## src/rtl/ampdu_aggregate_packer_core_assert.svh

```systemverilog
// Assertion macros used by the packer core RTL.
`ifndef AMPDU_AGGREGATE_PACKER_CORE_ASSERT_SVH
`define AMPDU_AGGREGATE_PACKER_CORE_ASSERT_SVH

// Condition that must hold at every clock edge outside reset.
`define AAPK_CHECK(label, cond) \
    label: assert property (@(posedge clk) disable iff (!rst_n) (cond)) \
        else $error("aapk check failed");

// Implication with the consequent checked in the cycle after the antecedent.
`define AAPK_CHECK_NEXT(label, ante, cons) \
    label: assert property (@(posedge clk) disable iff (!rst_n) (ante) |=> (cons)) \
        else $error("aapk sequence check failed");

`endif

```

## src/rtl/aapk_pkg.sv

```systemverilog
// ----------------------------------------------------------------------------
// aapk_pkg
// Types, constants and the delimiter CRC used across the A-MPDU packer.
// ----------------------------------------------------------------------------
package aapk_pkg;

    localparam int MAX_FRAMES  = 16;
    localparam int QUEUE_DEPTH = 2;
    localparam int QPTR_W      = (QUEUE_DEPTH > 1) ? $clog2(QUEUE_DEPTH) : 1;
    localparam int QCNT_W      = $clog2(QUEUE_DEPTH + 1);

    localparam int SEQ_W   = 12;
    localparam int LEN_W   = 12;
    localparam int BYTES_W = 14;
    localparam int WIN_W   = 7;
    localparam int DESC_W  = 8;
    localparam int CNT_W   = 5;
    localparam int CFG_IDX_W  = 8;
    localparam int CFG_DATA_W = 14;

    localparam logic [WIN_W-1:0]   WINDOW_RESET = 7'd64;
    localparam logic [BYTES_W-1:0] MAXB_RESET   = 14'd8192;
    localparam logic [DESC_W-1:0]  DESC_RESET   = 8'd80;

    localparam logic [7:0] CRC_INIT  = 8'hcf;
    localparam logic [7:0] DELIM_SIG = 8'h4e;
    localparam logic [BYTES_W-1:0] BYTES_MAX = 14'h3fff;

    typedef enum logic [1:0] {
        ST_ACCEPTED    = 2'd0,
        ST_FRAME_LIMIT = 2'd1,
        ST_OUT_WINDOW  = 2'd2,
        ST_BYTE_LIMIT  = 2'd3
    } status_t;

    typedef enum logic [CFG_IDX_W-1:0] {
        REG_WINDOW_SIZE = 8'd0,
        REG_MAX_BYTES   = 8'd1,
        REG_DESC_BYTES  = 8'd2
    } cfg_reg_t;

    // classified MPDU handed from front to back
    typedef struct packed {
        status_t            status;
        logic [LEN_W-1:0]   mpdu_len;
        logic [1:0]         pad_bytes;
        logic [BYTES_W-1:0] offset;
        logic [BYTES_W-1:0] total_bytes;
        logic [CNT_W-1:0]   frame_count;
    } item_t;

    typedef struct packed {
        status_t            status;
        logic [31:0]        delimiter;
        logic [1:0]         pad_bytes;
        logic [BYTES_W-1:0] offset;
        logic [BYTES_W-1:0] total_bytes;
        logic [CNT_W-1:0]   frame_count;
        logic [BYTES_W-1:0] on_air_bytes;
    } result_t;

    function automatic logic [7:0] half_crc(input logic [7:0] x);
        logic [7:0] c;
        c = x ^ {x[0], x[7:1]} ^ (x >> 2) ^ ((x << 4) & 8'h30);
        if (x[1])
        begin
            c = c ^ 8'hc0;
        end
        return c;
    endfunction

    function automatic logic [7:0] delim_hdr_crc(input logic [7:0] b0, input logic [7:0] b1);
        logic [7:0] crc;
        crc = CRC_INIT ^ half_crc(b0);
        crc = half_crc(crc) ^ half_crc(b1);
        return ~crc;
    endfunction

endpackage

```

## src/rtl/ampdu_aggregate_packer_core.sv

```systemverilog
// A result reaches the output ports through the front check into the queue and
// then the delimiter/CRC result register, and can wait in either when stalled.
// Throughput: one MPDU per cycle while the queue is not full, set by the admission
// check and state update in the front half; a 2-entry queue decouples the halves.
// Reset (rst_n low, async): byte total 80, frame count 0, window start 0,
// registers to 64 / 8192 / 80, queue and result register emptied.
// ----------------------------------------------------------------------------
// ampdu_aggregate_packer_core
// A-MPDU admission and delimiter generation, one result per MPDU taken in (push while not full).
// ----------------------------------------------------------------------------
`include "ampdu_aggregate_packer_core_assert.svh"

module ampdu_aggregate_packer_core
    import aapk_pkg::*;
(
    input  logic                  clk,
    input  logic                  rst_n,
    input  logic                  push,
    output logic                  full,
    input  logic                  first,
    input  logic [SEQ_W-1:0]      window_start,
    input  logic [SEQ_W-1:0]      seq,
    input  logic [LEN_W-1:0]      mpdu_len,
    output logic                  empty,
    input  logic                  pop,
    output logic [1:0]            status,
    output logic [31:0]           delimiter,
    output logic [1:0]            pad_bytes,
    output logic [BYTES_W-1:0]    offset,
    output logic [BYTES_W-1:0]    total_bytes,
    output logic [CNT_W-1:0]      frame_count,
    output logic [BYTES_W-1:0]    on_air_bytes,
    input  logic                  cfg_we,
    input  logic [CFG_IDX_W-1:0]  cfg_index,
    input  logic [CFG_DATA_W-1:0] cfg_data
);

    logic [WIN_W-1:0]   window_size_reg;
    logic [BYTES_W-1:0] max_bytes_reg;
    logic [DESC_W-1:0]  desc_bytes_reg;

    logic    take;
    item_t   front_item;
    item_t   q_head;
    logic    q_empty;
    logic    q_pop;
    logic    out_valid;
    result_t result;
    logic    reject_blank;

    always_ff @(posedge clk or negedge rst_n)
    begin
        if (!rst_n)
        begin
            window_size_reg <= WINDOW_RESET;
            max_bytes_reg   <= MAXB_RESET;
            desc_bytes_reg  <= DESC_RESET;
        end
        else if (cfg_we)
        begin
            unique case (cfg_index)
                REG_WINDOW_SIZE: window_size_reg <= cfg_data[WIN_W-1:0];
                REG_MAX_BYTES:   max_bytes_reg   <= cfg_data[BYTES_W-1:0];
                REG_DESC_BYTES:  desc_bytes_reg  <= cfg_data[DESC_W-1:0];
                default:         ;
            endcase
        end
    end

    assign take = push && !full;

    aapk_front u_front (
        .clk              (clk),
        .rst_n            (rst_n),
        .take             (take),
        .first            (first),
        .window_start     (window_start),
        .seq              (seq),
        .mpdu_len         (mpdu_len),
        .window_size      (window_size_reg),
        .max_bytes        (max_bytes_reg),
        .descriptor_bytes (desc_bytes_reg),
        .item             (front_item)
    );

    aapk_queue u_queue (
        .clk     (clk),
        .rst_n   (rst_n),
        .wr_en   (take),
        .wr_data (front_item),
        .rd_en   (q_pop),
        .rd_data (q_head),
        .full    (full),
        .empty   (q_empty)
    );

    aapk_back u_back (
        .clk              (clk),
        .rst_n            (rst_n),
        .in_avail         (!q_empty),
        .in_item          (q_head),
        .in_take          (q_pop),
        .descriptor_bytes (desc_bytes_reg),
        .pop              (pop),
        .out_valid        (out_valid),
        .result           (result)
    );

    assign empty        = !out_valid;
    assign status       = result.status;
    assign delimiter    = result.delimiter;
    assign pad_bytes    = result.pad_bytes;
    assign offset       = result.offset;
    assign total_bytes  = result.total_bytes;
    assign frame_count  = result.frame_count;
    assign on_air_bytes = result.on_air_bytes;

    assign reject_blank = (delimiter == '0) && (pad_bytes == '0) && (offset == '0);

    // accepted transactions carry the signature, rejected ones a blank delimiter
    `AAPK_CHECK(a_sig_on_accept, empty || status != ST_ACCEPTED || delimiter[31:24] == DELIM_SIG)
    `AAPK_CHECK(a_blank_on_reject, empty || status == ST_ACCEPTED || reject_blank)
    `AAPK_CHECK(a_frame_cap, empty || frame_count <= CNT_W'(MAX_FRAMES))
    // a queued item with a free result slot reaches the output in the next cycle
    `AAPK_CHECK_NEXT(a_queue_drains, !q_empty && empty, !empty)

endmodule

```

## src/rtl/aapk_front.sv

```systemverilog
// ----------------------------------------------------------------------------
// aapk_front
// Aggregate state and admission checks: frame limit, window, byte budget.
// ----------------------------------------------------------------------------
module aapk_front
    import aapk_pkg::*;
(
    input  logic                clk,
    input  logic                rst_n,
    input  logic                take,
    input  logic                first,
    input  logic [SEQ_W-1:0]    window_start,
    input  logic [SEQ_W-1:0]    seq,
    input  logic [LEN_W-1:0]    mpdu_len,
    input  logic [WIN_W-1:0]    window_size,
    input  logic [BYTES_W-1:0]  max_bytes,
    input  logic [DESC_W-1:0]   descriptor_bytes,
    output item_t               item
);

    logic [BYTES_W-1:0] byte_total_reg, byte_total_next;
    logic [CNT_W-1:0]   count_reg, count_next;
    logic [SEQ_W-1:0]   start_reg, start_next;

    logic [BYTES_W-1:0] base_total;
    logic [CNT_W-1:0]   base_count;
    logic [SEQ_W-1:0]   base_start;
    logic [WIN_W-1:0]   limit;
    logic [SEQ_W-1:0]   seq_diff;
    logic [LEN_W:0]     slot;
    logic [BYTES_W:0]   sum;
    status_t            status;

    always_comb
    begin
        base_total = first ? {{(BYTES_W-DESC_W){1'b0}}, descriptor_bytes} : byte_total_reg;
        base_count = first ? '0 : count_reg;
        base_start = first ? window_start : start_reg;

        limit    = (window_size < WIN_W'(MAX_FRAMES)) ? window_size : WIN_W'(MAX_FRAMES);
        seq_diff = seq - base_start;
        slot     = ({1'b0, mpdu_len} + (LEN_W+1)'(11)) & ~(LEN_W+1)'(3);
        sum      = {1'b0, base_total} + (BYTES_W+1)'(slot);

        priority if ({{(WIN_W-CNT_W){1'b0}}, base_count} >= limit)
            status = ST_FRAME_LIMIT;
        else if (seq_diff >= {{(SEQ_W-WIN_W){1'b0}}, window_size})
            status = ST_OUT_WINDOW;
        else if (sum > {1'b0, max_bytes})
            status = ST_BYTE_LIMIT;
        else
            status = ST_ACCEPTED;

        if (status == ST_ACCEPTED)
        begin
            byte_total_next = sum[BYTES_W-1:0];
            count_next      = base_count + CNT_W'(1);
        end
        else
        begin
            byte_total_next = base_total;
            count_next      = base_count;
        end
        start_next = base_start;

        item.status      = status;
        item.mpdu_len    = mpdu_len;
        item.pad_bytes   = (status == ST_ACCEPTED) ? 2'(-mpdu_len[1:0]) : 2'd0;
        item.offset      = (status == ST_ACCEPTED) ? base_total : '0;
        item.total_bytes = byte_total_next;
        item.frame_count = count_next;
    end

    always_ff @(posedge clk or negedge rst_n)
    begin
        if (!rst_n)
        begin
            byte_total_reg <= {{(BYTES_W-DESC_W){1'b0}}, DESC_RESET};
            count_reg      <= '0;
            start_reg      <= '0;
        end
        else if (take)
        begin
            byte_total_reg <= byte_total_next;
            count_reg      <= count_next;
            start_reg      <= start_next;
        end
    end

endmodule

```

## src/rtl/aapk_queue.sv

```systemverilog
// ----------------------------------------------------------------------------
// aapk_queue
// Short FIFO of classified items between the front and back halves.
// ----------------------------------------------------------------------------
module aapk_queue
    import aapk_pkg::*;
(
    input  logic  clk,
    input  logic  rst_n,
    input  logic  wr_en,
    input  item_t wr_data,
    input  logic  rd_en,
    output item_t rd_data,
    output logic  full,
    output logic  empty
);

    item_t             mem [QUEUE_DEPTH];
    logic [QPTR_W-1:0] wr_ptr_reg, wr_ptr_next;
    logic [QPTR_W-1:0] rd_ptr_reg, rd_ptr_next;
    logic [QCNT_W-1:0] count_reg, count_next;

    function automatic logic [QPTR_W-1:0] bump(input logic [QPTR_W-1:0] p);
        return (p == QPTR_W'(QUEUE_DEPTH - 1)) ? '0 : p + QPTR_W'(1);
    endfunction

    assign full    = (count_reg == QCNT_W'(QUEUE_DEPTH));
    assign empty   = (count_reg == '0);
    assign rd_data = mem[rd_ptr_reg];

    always_comb
    begin
        wr_ptr_next = wr_en ? bump(wr_ptr_reg) : wr_ptr_reg;
        rd_ptr_next = rd_en ? bump(rd_ptr_reg) : rd_ptr_reg;
        count_next  = count_reg + QCNT_W'(wr_en) - QCNT_W'(rd_en);
    end

    always_ff @(posedge clk)
    begin
        if (wr_en)
        begin
            mem[wr_ptr_reg] <= wr_data;
        end
    end

    always_ff @(posedge clk or negedge rst_n)
    begin
        if (!rst_n)
        begin
            wr_ptr_reg <= '0;
            rd_ptr_reg <= '0;
            count_reg  <= '0;
        end
        else
        begin
            wr_ptr_reg <= wr_ptr_next;
            rd_ptr_reg <= rd_ptr_next;
            count_reg  <= count_next;
        end
    end

endmodule

```

## src/rtl/aapk_back.sv

```systemverilog
// ----------------------------------------------------------------------------
// aapk_back
// Builds the delimiter with its CRC and the on-air length; holds the result.
// ----------------------------------------------------------------------------
module aapk_back
    import aapk_pkg::*;
(
    input  logic              clk,
    input  logic              rst_n,
    input  logic              in_avail,
    input  item_t             in_item,
    output logic              in_take,
    input  logic [DESC_W-1:0] descriptor_bytes,
    input  logic              pop,
    output logic              out_valid,
    output result_t           result
);

    logic    out_valid_reg, out_valid_next;
    result_t result_reg;
    result_t built;

    logic [15:0]        field;
    logic [BYTES_W:0]   air_sum;
    logic [BYTES_W:0]   air_diff;

    assign in_take = in_avail && (!out_valid_reg || pop);

    always_comb
    begin
        field    = 16'({{1'b0, in_item.mpdu_len} + (LEN_W+1)'(4), 4'b0000});
        air_sum  = {1'b0, in_item.total_bytes} + (BYTES_W+1)'(4);
        air_diff = air_sum - (BYTES_W+1)'(descriptor_bytes);

        built.status      = in_item.status;
        built.delimiter   = (in_item.status == ST_ACCEPTED)
                          ? {DELIM_SIG, delim_hdr_crc(field[7:0], field[15:8]), field} : '0;
        built.pad_bytes   = in_item.pad_bytes;
        built.offset      = in_item.offset;
        built.total_bytes = in_item.total_bytes;
        built.frame_count = in_item.frame_count;

        // clamp both ways when the descriptor length changed mid-aggregate
        if (air_sum < (BYTES_W+1)'(descriptor_bytes))
            built.on_air_bytes = '0;
        else if (air_diff > {1'b0, BYTES_MAX})
            built.on_air_bytes = BYTES_MAX;
        else
            built.on_air_bytes = air_diff[BYTES_W-1:0];

        if (in_take)
            out_valid_next = 1'b1;
        else if (pop)
            out_valid_next = 1'b0;
        else
            out_valid_next = out_valid_reg;
    end

    always_ff @(posedge clk)
    begin
        if (in_take)
        begin
            result_reg <= built;
        end
    end

    always_ff @(posedge clk or negedge rst_n)
    begin
        if (!rst_n)
        begin
            out_valid_reg <= 1'b0;
        end
        else
        begin
            out_valid_reg <= out_valid_next;
        end
    end

    assign out_valid = out_valid_reg;
    assign result    = result_reg;

endmodule
```

## config.mk

```make
export PLATFORM = sky130hd
export DESIGN_NAME = ampdu_aggregate_packer_core
export DESIGN_NICKNAME = d
export VERILOG_FILES = /design/src/rtl/aapk_pkg.sv /design/src/rtl/ampdu_aggregate_packer_core.sv /design/src/rtl/aapk_front.sv /design/src/rtl/aapk_queue.sv /design/src/rtl/aapk_back.sv
export VERILOG_INCLUDE_DIRS = /design/src /design/src/rtl
export SDC_FILE = /design/constraint.sdc
export NUM_CORES = 1
export LEC_CHECK = 0
export CAP_MARGIN = 0
export CORE_MARGIN = 5
export CORE_UTILIZATION = 45
export DETAILED_ROUTE_END_ITERATION = 6
export DONT_BUFFER_PORTS = 1
export SETUP_SLACK_MARGIN = 0.2
export SYNTH_ARGS = -nofsm -noshare
export SYNTH_HDL_FRONTEND = slang
export SYNTH_HIERARCHICAL = 1
export SYNTH_SLANG_ARGS = --single-unit
```

## constraint.sdc

```tcl
create_clock -name clk -period 14 [get_ports clk]
set_input_delay 0.7 -clock clk [delete_from_list [all_inputs] [get_ports clk]]
set_output_delay 0.7 -clock clk [all_outputs]
set_load 0.02 [all_outputs]
```

==> results of run 1 <==
==> layer usage <==
metal | track usage, % | vias to the layer above | share of wire (%)
met3 | 4.15 | 38 | 6.3
met2 | 28.1 | 194 | 46
met4 | 3.74 | 4 | 1.7
met1 | 22.9 | 3569 | 46
li1 | - | 3664 | -
met5 | 0 | - | 0.13
==> cells in the mapped netlist, types with 3 or more instances <==
cell       instances
o31ai_1            4
a2bb2oi_1          6
ha_1              63
nand4_1           11
xor2_1            25
a21oi_1           61
buf_6              4
xnor2_1           54
mux2_4            59
o22ai_1            6
edfxtp_1         170
nand3_1           19
mux2_2            23
nor3_1             8
buf_4             24
or2_2              3
nor2_1            86
fa_1               3
and2_1            15
and3_1             9
inv_1             65
clkbuf_1          10
a211oi_1           5
dfrtp_1           59
dfstp_2            6
and3_2             3
nor4_1             4
buf_1              6
o21a_1            10
nand2_1           51
nand2b_1          13
mux2i_1           21
nor2b_1           17
a21o_1             9
buf_2              4
o21ai_0           28
a31oi_1            7
buf_12             5
==> logic make-up after synthesis <==
group / Yosys count / synth area share, %
AND/OR/NAND/NOR: 258 / 10.5
flip-flops: 235 / 52.9
adder cells (fa/ha/maj): 66 / 6.66
multiplexers: 103 / 10.6
buffers and inverters: 120 / 5.24
other: 1 / 0.0295
XOR/XNOR: 81 / 5.75
AO/OA/AOI/OAI: 164 / 8.22
==> per-stage QoR <==
stage,hold slack [ns],total power [mW],setup slack (ns),instance area [um^2]
6_report,0.0288,3.18,8.31,13900
3_3_place_gp,0.407,2.47,8.00,12900
2_1_floorplan,0.404,2.26,8.21,12800
5_1_grt,0.00104,3.40,7.84,13900
3_5_place_dp,0.407,2.48,7.88,12900
4_1_cts,0.000837,3.22,8.39,13800
==> report_power, final <==
part           internal [mW]  total, mW  switching [mW]
Clock                  0.445      0.723           0.278
Sequential              1.07       1.29           0.222
Combinational          0.509       1.17           0.662
==> final cells by class <==
cell class,instances,area (um^2),share of cell area [%]
clock buffer,29,683,4.93
tap,378,473,3.41
timing repair buffer,11,108,0.777
inverter,66,248,1.79
sequential,235,6740,48.7
clock inverter,19,234,1.69
multi-input combinational,680,5370,38.7
==> how the worst max path moves through the flow <==
stage / start / end / cells past startpoint
2_1_floorplan: first / u_queue/mem[0][7] / 21
4_1_cts: desc_bytes_reg[3] / u_queue/mem[1][10] / 18
5_1_grt: mpdu_len[0] / u_queue/mem[1][9] / 23
6_report: mpdu_len[0] / u_queue/mem[1][10] / 22
3_5_place_dp: mpdu_len[0] / u_queue/mem[0][10] / 22
3_3_place_gp: mpdu_len[0] / u_queue/mem[0][9] / 22
==> layout by cell type, fill, tap and decap left out, drive strengths merged, types with 11 or more instances in the layout <==
master and n:
clkbuf 29, nand2b 13, ha 63, nand3 19, edfxtp 170, nor2 86
a21oi 61, and3 12, xor2 25, and2 17, nor2b 17, o21ai 30
mux2i 21, nand2 51, xnor2 55, mux2 82, nand4 11, dfrtp 59
inv 66
==> flow_metrics.tcl, run 1 <==
set metrics [dict create \
    outcome "completed" \
    die_height_um 178 \
    cts.clk_slew.worst_paths_ns 0.06 \
    num_rows 61 \
    drcViolationCount 0 \
    synth_cells 1028 \
    setup_viol 0 \
    grt_max_degree 60 \
    drtIter0Drc 474 \
    cts_tree "built" \
    clockRootBuffer "clkbuf_16" \
    cts_buffers 26 \
    synth.area.top_cells "edfxtp_1, dfrtp_1, mux2_4, ha_1, xnor2_1" \
    critPathSlowestCell "or4_1" \
    firstDrtPassIters 4 \
    port_buffers 0 \
    postSynth.asyncResetShare_pct 27.7 \
    hold_violations 0 \
    synth-seq-cells 235 \
    antenna_left 0 \
    grt_pass1_vias 7636 \
    yosys_most_used_dff "edfxtp_1" \
    start_util_pct 45.7 \
    powerDensity_nw_per_um2 230 \
    crit_family "compound AO/OA/AOI/OAI gates" \
    grt-ovfl-total 0 \
    min_path_type "in2async" \
    hpwl_mm 19.2 \
    finalClockSkew_ns 0.0143 \
    grt_pass1_wl_mm 42.5 \
    wire_per_inst_um 19.0 \
    groute.usage.overall_pct 17.0 \
    path_max_fanout 30 \
    largest_register_ffs 98 \
    cts_hold_buf 2 \
    clock_sinks 235 \
    seq_area_frac_synth_pct 52.9 \
    cts_max_level 1 \
    synth_top_area_share_pct 40.1 \
    dp.cells 1367 \
    avgSynthCellArea_um2 12.4 \
    reg2reg_to "u_queue/mem[1][10]" \
    worst_pin_slew_ns 0.886 \
    cts_setup_buffers 0 \
    fp.dieW_um 178 \
    ys_types 83 \
    max_cap_violations 0 \
    setup_tns_ns 0 \
    die_area_um2 31700 \
    max-vdd-ir-drop_uv 119 \
    worstPathRequired_ns 14.24 \
    syn_to_final_growth_pct 8.84 \
    yosysTopAreaCell "edfxtp_1" \
    max-slew-margin-rel_pct 40.9 \
    gp_congestion 0.845 \
    fmax_ghz 0.176 \
    path_cells "inv_1, ha_1, inv_1, a21oi_1, nor2_1, xor2_1, ha_1, and3_1, a221o_1, o31ai_1, o21bai_1, a21oi_1, o21ai_0, xnor2_1, ha_1, a21oi_1, nor4b_1, o21ai_2, or4_1, buf_4, nor2_1, a21oi_1" \
    leakage_nw 5.57 \
    cts_buffer_depth 3 \
    cpPeakStageDelay_ns 0.72 \
    n_antenna_cell 0 \
    finish.utilization_pct 49.7 \
    drv_slew 0 \
    drive_gt1_share_pct 16.1 \
    r2r_setup_slack_ns 8.34 \
    syn_area_um2 12700 \
    reg2reg_from "desc_bytes_reg[3]" \
    nNetsFinal 1150 \
    boundaryPins 149 \
    path_buf_inv 3 \
    path_class "in2reg" \
    grt_setup_unrepaired "false" \
    end_kind "flop" \
    clkLatencyLatePin_ns 0.52 \
    arrival_ns 5.93 \
    instances_no_fill 1418 \
    final.min_clock_period_ns 5.69 \
    wl_mm 26.9 \
    antenna_found_initial 2 \
    core_area_um2 27900 \
    fill_cells 2459 \
    critPathMostFrequentCell "a21oi_1" \
    synth_edf_count 170 \
    ff2ff_path_depth 18 \
    fin_crit_sh_pct 40.7 \
    ctsResizeCount 0 \
    vias 7469 \
    yosys_warnings 6 \
    via_per_inst 5.27 \
    startpoint_type "primary input" \
]
(Power assumes the default switching activity.)
==> inputs of run 2 (changes only) <==
--- a/config.mk
+++ b/config.mk
@@ -6,6 +6,7 @@
 export SDC_FILE = /design/constraint.sdc
 export NUM_CORES = 1
 export LEC_CHECK = 0
+export ABC_AREA = 1
 export CAP_MARGIN = 0
 export CORE_MARGIN = 5
 export CORE_UTILIZATION = 45
==> constraint.sdc (replaced) <==
create_clock -name clk -period 4.6 [get_ports clk]
set_input_delay 0.23 -clock clk [delete_from_list [all_inputs] [get_ports clk]]
set_output_delay 0.23 -clock clk [all_outputs]
set_load 0.02 [all_outputs]
==> run 2 against run 1 <==
Effect of this change: synthesized cell count increased by 44%; first-iteration DRC count decreased by 4.9%; register-to-register slack got worse by 7.8 ns; combinational power increased to 3.0 times the previous value; die area increased by 6.0%; area after synthesis increased by 6.4%; setup slack got worse by 7.8 ns; sequential power increased to 3.0 times the previous value; global-route usage increased by 0.68 points; sequential share of layout area decreased by 4.5 points; worst hold slack got worse by 0.0015 ns; via count increased by 28%; critical path type is now reg2reg; highest routed layer is now met4.
==> flow_metrics.tcl, run 2 <==
set metrics [dict create \
    synthMostInstantiatedCell "nand2_1" \
    antenna_left 0 \
    avgSynthCellArea_um2 9.13 \
    ys_types 56 \
    path_max_fanout 7 \
    grt_setup_unrepaired "false" \
    final.min_clock_period_ns 4.05 \
    num_rows 63 \
    fp.dieW_um 183 \
    synth_cells 1483 \
    drtIter0Drc 451 \
    multi_input_area_um2 5470 \
    synth_edf_count 170 \
    synth.area.top_cells "edfxtp_1, dfrtp_1, nand2_1, inv_1, ha_1" \
    min_path_type "in2reg" \
    worstPathRequired_ns 4.89 \
    max-vdd-ir-drop_uv 332 \
    core_area_um2 29600 \
    start_util_pct 45.7 \
    clock_sinks 235 \
    seq_area_frac_synth_pct 49.8 \
    cts_buffer_depth 3 \
    groute.usage.overall_pct 17.7 \
    cts.clk_slew.worst_paths_ns 0.06 \
    synth_commonest_cells "nand2_1, inv_1, edfxtp_1, nand3_1, o21ai_0" \
    fill_cells 2819 \
    clockRootBuffer "clkbuf_16" \
    register_area_um2 6740 \
    drv_slew 0 \
    clkLatencyLatePin_ns 0.54 \
    largest_register_ffs 98 \
    hold_ws_ns 0.0272 \
    fin_crit_sh_pct 88.0 \
    final_cell_mix "nand2_1, inv_1, edfxtp_1" \
    yosysTopAreaCell "edfxtp_1" \
    via_per_inst 4.92 \
    port_buffers 0 \
    final_common_cell "nand2_1" \
    hold_violations 0 \
    pwr-share-clk_pct 23.5 \
    gp_congestion 0.893 \
    path_buf_inv 3 \
    antenna_found_initial 0 \
    combPwrFrac_pct 36.1 \
    pwr-share-seq_pct 40.5 \
    hpwl_mm 21.9 \
    grt_pass1_vias 9346 \
    yosys_warnings 6 \
    finalClockSkew_ns 0.0174 \
    fmax_ghz 0.247 \
    synth_top_area_share_pct 37.7 \
    max_cap_violations 0 \
    n_antenna_cell 0 \
    arrival_ns 4.34 \
    switching_share_pct 40.0 \
    wl_mm 29.9 \
    cts_max_level 1 \
    path_class "reg2reg" \
    die_area_um2 33700 \
    cpPeakStageDelay_ns 0.44 \
    grt_max_degree 66 \
    wire_per_inst_um 15.4 \
    path_cells "or2_2, o21ai_1, inv_1, ha_1, nand2_1, nor2_1, a21oi_2, o21bai_1, xor2_1, inv_1, ha_1, a21oi_1, nor2_1, nor3_2, a21oi_2, nor2_4, buf_4, nand3_1, and2_1" \
    startpoint_type "flop" \
    setup_tns_ns 0 \
    leakage_nw 7.11 \
    syn_to_final_growth_pct 12.8 \
    critPathSlowestCell "dfrtp_1" \
    cts_tree "built" \
    drcViolationCount 0 \
    timing.final.ws_setup_ns 0.552 \
    yosys_most_used_dff "edfxtp_1" \
    vias 9557 \
    pre_cts_slack_ns 0.104 \
    crit_family "simple AND/OR/NAND/NOR gates" \
    grt-ovfl-total 0 \
    die_height_um 183 \
    boundaryPins 149 \
    synth-seq-cells 235 \
    drive_gt1_share_pct 12.5 \
    firstDrtPassIters 5 \
    grt_pass1_wl_mm 48.4 \
    end_kind "flop" \
    worst_pin_slew_ns 0.996 \
    internal_power_mw 5.76 \
    syn_area_um2 13500 \
    outcome "completed" \
    cts_buffers 28 \
    setup_viol 0 \
    p_sw_mw 3.83 \
    postSynth.asyncResetShare_pct 27.7 \
    nNetsFinal 1661 \
    max-slew-margin-rel_pct 32.9 \
    powerDensity_nw_per_um2 628 \
]
## run 2: changes by cell type after synthesis, sizes merged, moves of 37 or more
| cell | previous run | this run |
|---|---|---|
| o21ai | 30 | 89 |
| nand3 | 19 | 119 |
| xnor2 | 55 | 18 |
| inv | 65 | 248 |
| nand2 | 51 | 410 |
| mux2 | 82 | 0 |
## run 2: metrics by stage
step / util [%] / area, um^2 / instances / total power [mW]
floorplan: - / 13600 / 1490 / 6.58
global placement: 46.4 / 13700 / 1839 / 7.28
detailed placement: 46.4 / 13700 / 1839 / 7.33
CTS: 51.4 / 15200 / 1943 / 9.70
global route: 51.5 / 15300 / 1943 / 10.4
finish: 51.5 / 15300 / 1943 / 9.59
## run 2: power by group through the flow
stage	sequential, mW	combinational [mW]	clock, mW
after floorplan	3.81	2.77	0
after global placement	3.93	3.36	0
after detailed placement	3.94	3.39	0
after CTS	3.90	3.49	2.31
after global routing	3.96	3.99	2.42
final	3.88	3.46	2.25
## run 2: worst reg2reg max path, cell delays in order, from the launching register on
cell      delay, ns
dfrtp_1        0.44
or2_2          0.31
o21ai_1        0.23
inv_1          0.14
ha_1           0.38
nand2_1        0.07
nor2_1         0.17
a21oi_2        0.10
o21bai_1       0.15
xor2_1         0.23
inv_1          0.07
ha_1           0.29
a21oi_1        0.16
nor2_1         0.06
nor3_2         0.22
a21oi_2        0.10
nor2_4         0.13
buf_4          0.17
nand3_1        0.13
and2_1         0.24
## run 2: path summary, 6_finish.rpt
| check | from | to | slack (ns) | cells after the start |
|---|---|---|---|---|
| max | desc_bytes_reg[7] | u_queue/mem[0][16] | 0.55 | 19 |
| min | window_start[0] | u_front/start_reg[0] | 0.03 | 4 |
| max reg2reg | desc_bytes_reg[7] | u_queue/mem[0][16] | 0.55 | 19 |
| min reg2reg | u_front/byte_total_reg[4] | u_front/byte_total_reg[4] | 0.47 | 2 |
| max in group asynchronous | rst_n | u_front/byte_total_reg[6] | 4.00 | 2 |
| min in group asynchronous | rst_n | max_bytes_reg[7] | 0.29 | 2 |
## run 2: cell families after synthesis
kind of cell / after synthesis / share of synthesized area [%]
compound gates: 140 / 5.88
other cells: 1 / 0.0277
buf+inv: 309 / 10.4
flops: 235 / 49.8
simple gates: 665 / 23.2
mux: 10 / 0.739
fa+ha+maj: 66 / 6.27
xor+xnor: 57 / 3.74
## run 2: area by class of cell
| type | instances | share of cell area [%] |
|---|---|---|
| multi-input combinational | 946 | 35.8 |
| sequential | 235 | 44.2 |
| inverter | 250 | 6.17 |
| tap | 390 | 3.20 |
| clock inverter | 18 | 1.34 |
| clock buffer | 34 | 4.88 |
| timing repair buffer | 70 | 4.41 |
## run 2: per-layer routing
| layer | up-vias | global-route usage, % | part of all wire, % |
|---|---|---|---|
| met4 | 0 | 4.32 | 2.2 |
| met3 | 44 | 3.42 | 6.0 |
| met2 | 256 | 29.9 | 47 |
| li1 | 4844 | - | - |
| met1 | 4413 | 23.7 | 45 |
| met5 | - | 0 | 0 |
## run 2: repair_timing
item	4_1_cts	5_1_grt
buffers inserted	0	0
resized for setup	0	10
setup endpoints to repair	0	87
endpoints found under the hold margin	131	0
hold buffers	52	0
==> inputs of run 3 (changes only) <==
--- a/config.mk
+++ b/config.mk
@@ -15,5 +15,4 @@
 export SETUP_SLACK_MARGIN = 0.2
 export SYNTH_ARGS = -nofsm -noshare
 export SYNTH_HDL_FRONTEND = slang
-export SYNTH_HIERARCHICAL = 1
 export SYNTH_SLANG_ARGS = --single-unit
==> run 3 against run 2 <==
Effect of this change: area after synthesis fell by 5.4%; final area is 4.8% lower; sequential share of layout area up 2.2 points; largest cell class unchanged; largest power group unchanged; highest routed layer unchanged.
==> flow_metrics.tcl, run 3 <==
set metrics [dict create \
    largest_register_ffs 98 \
    max-slew-margin-rel_pct 35.0 \
    clkLatencyLatePin_ns 0.53 \
    drcViolationCount 0 \
    setup_tns_ns 0 \
    firstDrtPassIters 5 \
    worst_pin_slew_ns 0.973 \
    internal_power_mw 5.52 \
    hold_start "window_start[1]" \
    ys_types 53 \
    synth_top_area_share_pct 39.8 \
    final.min_clock_period_ns 4.19 \
    pwr-share-clk_pct 21.6 \
    vias 9003 \
    cts.clk_slew.worst_paths_ns 0.06 \
    p_sw_mw 3.73 \
    port_buffers 0 \
    antenna_left 0 \
    whs_endpoint "u_front.start_reg[1]" \
    synth_commonest_cells "nand2_1, inv_1, edfxtp_1, nor2_1, o21ai_0" \
    antenna_found_initial 0 \
    core_area_um2 27900 \
    clockRootBuffer "clkbuf_16" \
    min_path_cells 2 \
    fp.dieW_um 179 \
    n_antenna_cell 0 \
    synth.area.top_cells "edfxtp_1, dfrtp_1, nand2_1, ha_1, inv_1" \
    fin_total_pwr_mw 9.25 \
    arrival_ns 4.47 \
    wire_per_inst_um 15.8 \
    yosysTopAreaCell "edfxtp_1" \
    fmax_ghz 0.238 \
    gp_congestion 0.879 \
    die_area_um2 31900 \
    combPwrFrac_pct 36.3 \
    max-vdd-ir-drop_uv 303 \
    powerDensity_nw_per_um2 637 \
    groute.usage.overall_pct 17.8 \
    cts_max_level 1 \
    drv_slew 0 \
    fin_crit_sh_pct 91.2 \
    hold_ws_ns 0.0177 \
    reg2reg_to "u_queue.mem[0][7]" \
    r2r_setup_slack_ns 0.48 \
    cts_tree "built" \
    wl_mm 28.6 \
    yosys_most_used_dff "edfxtp_1" \
    start_util_pct 45.9 \
    avgSynthCellArea_um2 9.38 \
    pre_cts_slack_ns 0.402 \
    worstPathRequired_ns 4.88 \
    leakage_nw 6.45 \
    setup_viol 0 \
    num_rows 61 \
    hpwl_mm 20.7 \
    startpoint_type "primary input" \
    final_common_cell "nand2_1" \
    pwr-share-seq_pct 42.2 \
    seq_area_frac_synth_pct 52.6 \
    grt_setup_unrepaired "false" \
    grt_pass1_vias 8618 \
    reg2reg_from "desc_bytes_reg[2]" \
    outcome "completed" \
    finalClockSkew_ns 0.0108 \
    syn_area_um2 12800 \
    nNetsFinal 1545 \
    cts_buffer_depth 3 \
    hold_violations 0 \
    cts_buffers 26 \
    fill_cells 2590 \
    min_path_type "in2reg" \
    path_max_fanout 9 \
    ff2ff_path_depth 23 \
    synth_edf_count 170 \
    grt_pass1_wl_mm 45.6 \
    via_per_inst 4.97 \
    die_height_um 179 \
    drtIter0Drc 549 \
    clock_sinks 235 \
    synth_cells 1366 \
    path_class "in2reg" \
    grt-ovfl-total 0 \
    synth-seq-cells 235 \
    postSynth.asyncResetShare_pct 27.7 \
    end_kind "flop" \
    boundaryPins 149 \
    timing.final.ws_setup_ns 0.406 \
    drive_gt1_share_pct 10.0 \
    final_cell_mix "nand2_1, inv_1, edfxtp_1" \
    yosys_warnings 0 \
    max_cap_violations 0 \
    syn_to_final_growth_pct 13.4 \
    switching_share_pct 40.3 \
    synthMostInstantiatedCell "nand2_1" \
    grt_max_degree 66 \
]
run 3: worst max path at each step:
stage,start,to,slack [ns],cells after the start
after floorplan,mpdu_len[0],u_queue.mem[0][0],0.80,26
after global placement,mpdu_len[0],u_queue.mem[0][16],0.46,25
after detailed placement,mpdu_len[0],u_queue.mem[0][16],0.40,25
after CTS,mpdu_len[0],u_queue.mem[1][16],0.30,24
after global routing,mpdu_len[0],u_queue.mem[1][16],0.21,23
final,mpdu_len[0],u_queue.mem[0][7],0.41,23
run 3: repair_timing:
| action | in CTS | in global routing |
|---|---|---|
| endpoints found under the hold margin | 131 | 0 |
| endpoints found under the setup margin | 0 | 87 |
| gates resized for setup | 0 | 11 |
| hold buffers | 45 | 0 |
| setup buffers | 0 | 2 |
run 3: logic make-up (layout without fill, tap and decap cells):
group                      after synthesis  in the layout  synth area share (%)
buffers and inverters                  227            289                  7.60
DFF                                    235            235                  52.6
xor gates and xnor gates                59             59                  4.09
and+or+nand+nor                        607            607                  21.0
AOI/OAI and AO/OA                      158            158                  6.95
muxes                                   13             13                  1.11
other                                    1              8                0.0293
adders and majority gates               66             66                  6.62
run 3: layer usage:
metal	track usage, %	wire, um	vias up
met3	3.35	1460	34
met4	3.93	444	0
met2	28.0	12700	221
met1	25.9	14100	4189
met5	0	0	-
li1	-	-	4559
run 3: area by class of cell:
class | count | area, um^2 | share of cell area [%]
well taps | 378 | 473 | 3.25
clock buffers | 35 | 724 | 4.99
repair buffers | 60 | 593 | 4.08
multi-input cells | 911 | 5200 | 35.8
inverters | 181 | 687 | 4.73
flip-flops and latches | 235 | 6740 | 46.4
clock inverters | 13 | 108 | 0.741
run 3: worst max-delay path, cell delays in order:
cell,delay (ns)
dlygate4sd3_1,0.59
inv_1,0.09
ha_1,0.24
xnor2_1,0.23
ha_1,0.26
inv_1,0.09
fa_1,0.35
inv_1,0.09
nand3_1,0.07
nand2_1,0.17
a31o_2,0.18
xor2_1,0.29
inv_1,0.10
ha_1,0.32
a21oi_1,0.16
o21a_1,0.13
nand2_1,0.05
nand3_1,0.07
nand2_1,0.05
nand2_1,0.14
buf_4,0.20
nand4_1,0.16
and2_1,0.21
run 3: power by group through the flow:
stage / clock (mW) / combinational (mW) / sequential (mW)
6_report: 1.99 / 3.35 / 3.90
2_1_floorplan: 0 / 2.62 / 3.87
3_3_place_gp: 0 / 3.23 / 3.95
5_1_grt: 2.14 / 3.80 / 3.98
4_1_cts: 2.04 / 3.37 / 3.92
3_5_place_dp: 0 / 3.29 / 3.97
run 3: per-stage QoR:
step	cell area (um^2)	util [%]	std cells
finish	14500	52.0	1813
global route	14500	52.0	1813
CTS	14500	51.8	1811
detailed placement	13200	47.2	1718
global placement	13200	47.2	1718
floorplan	12800	-	1373
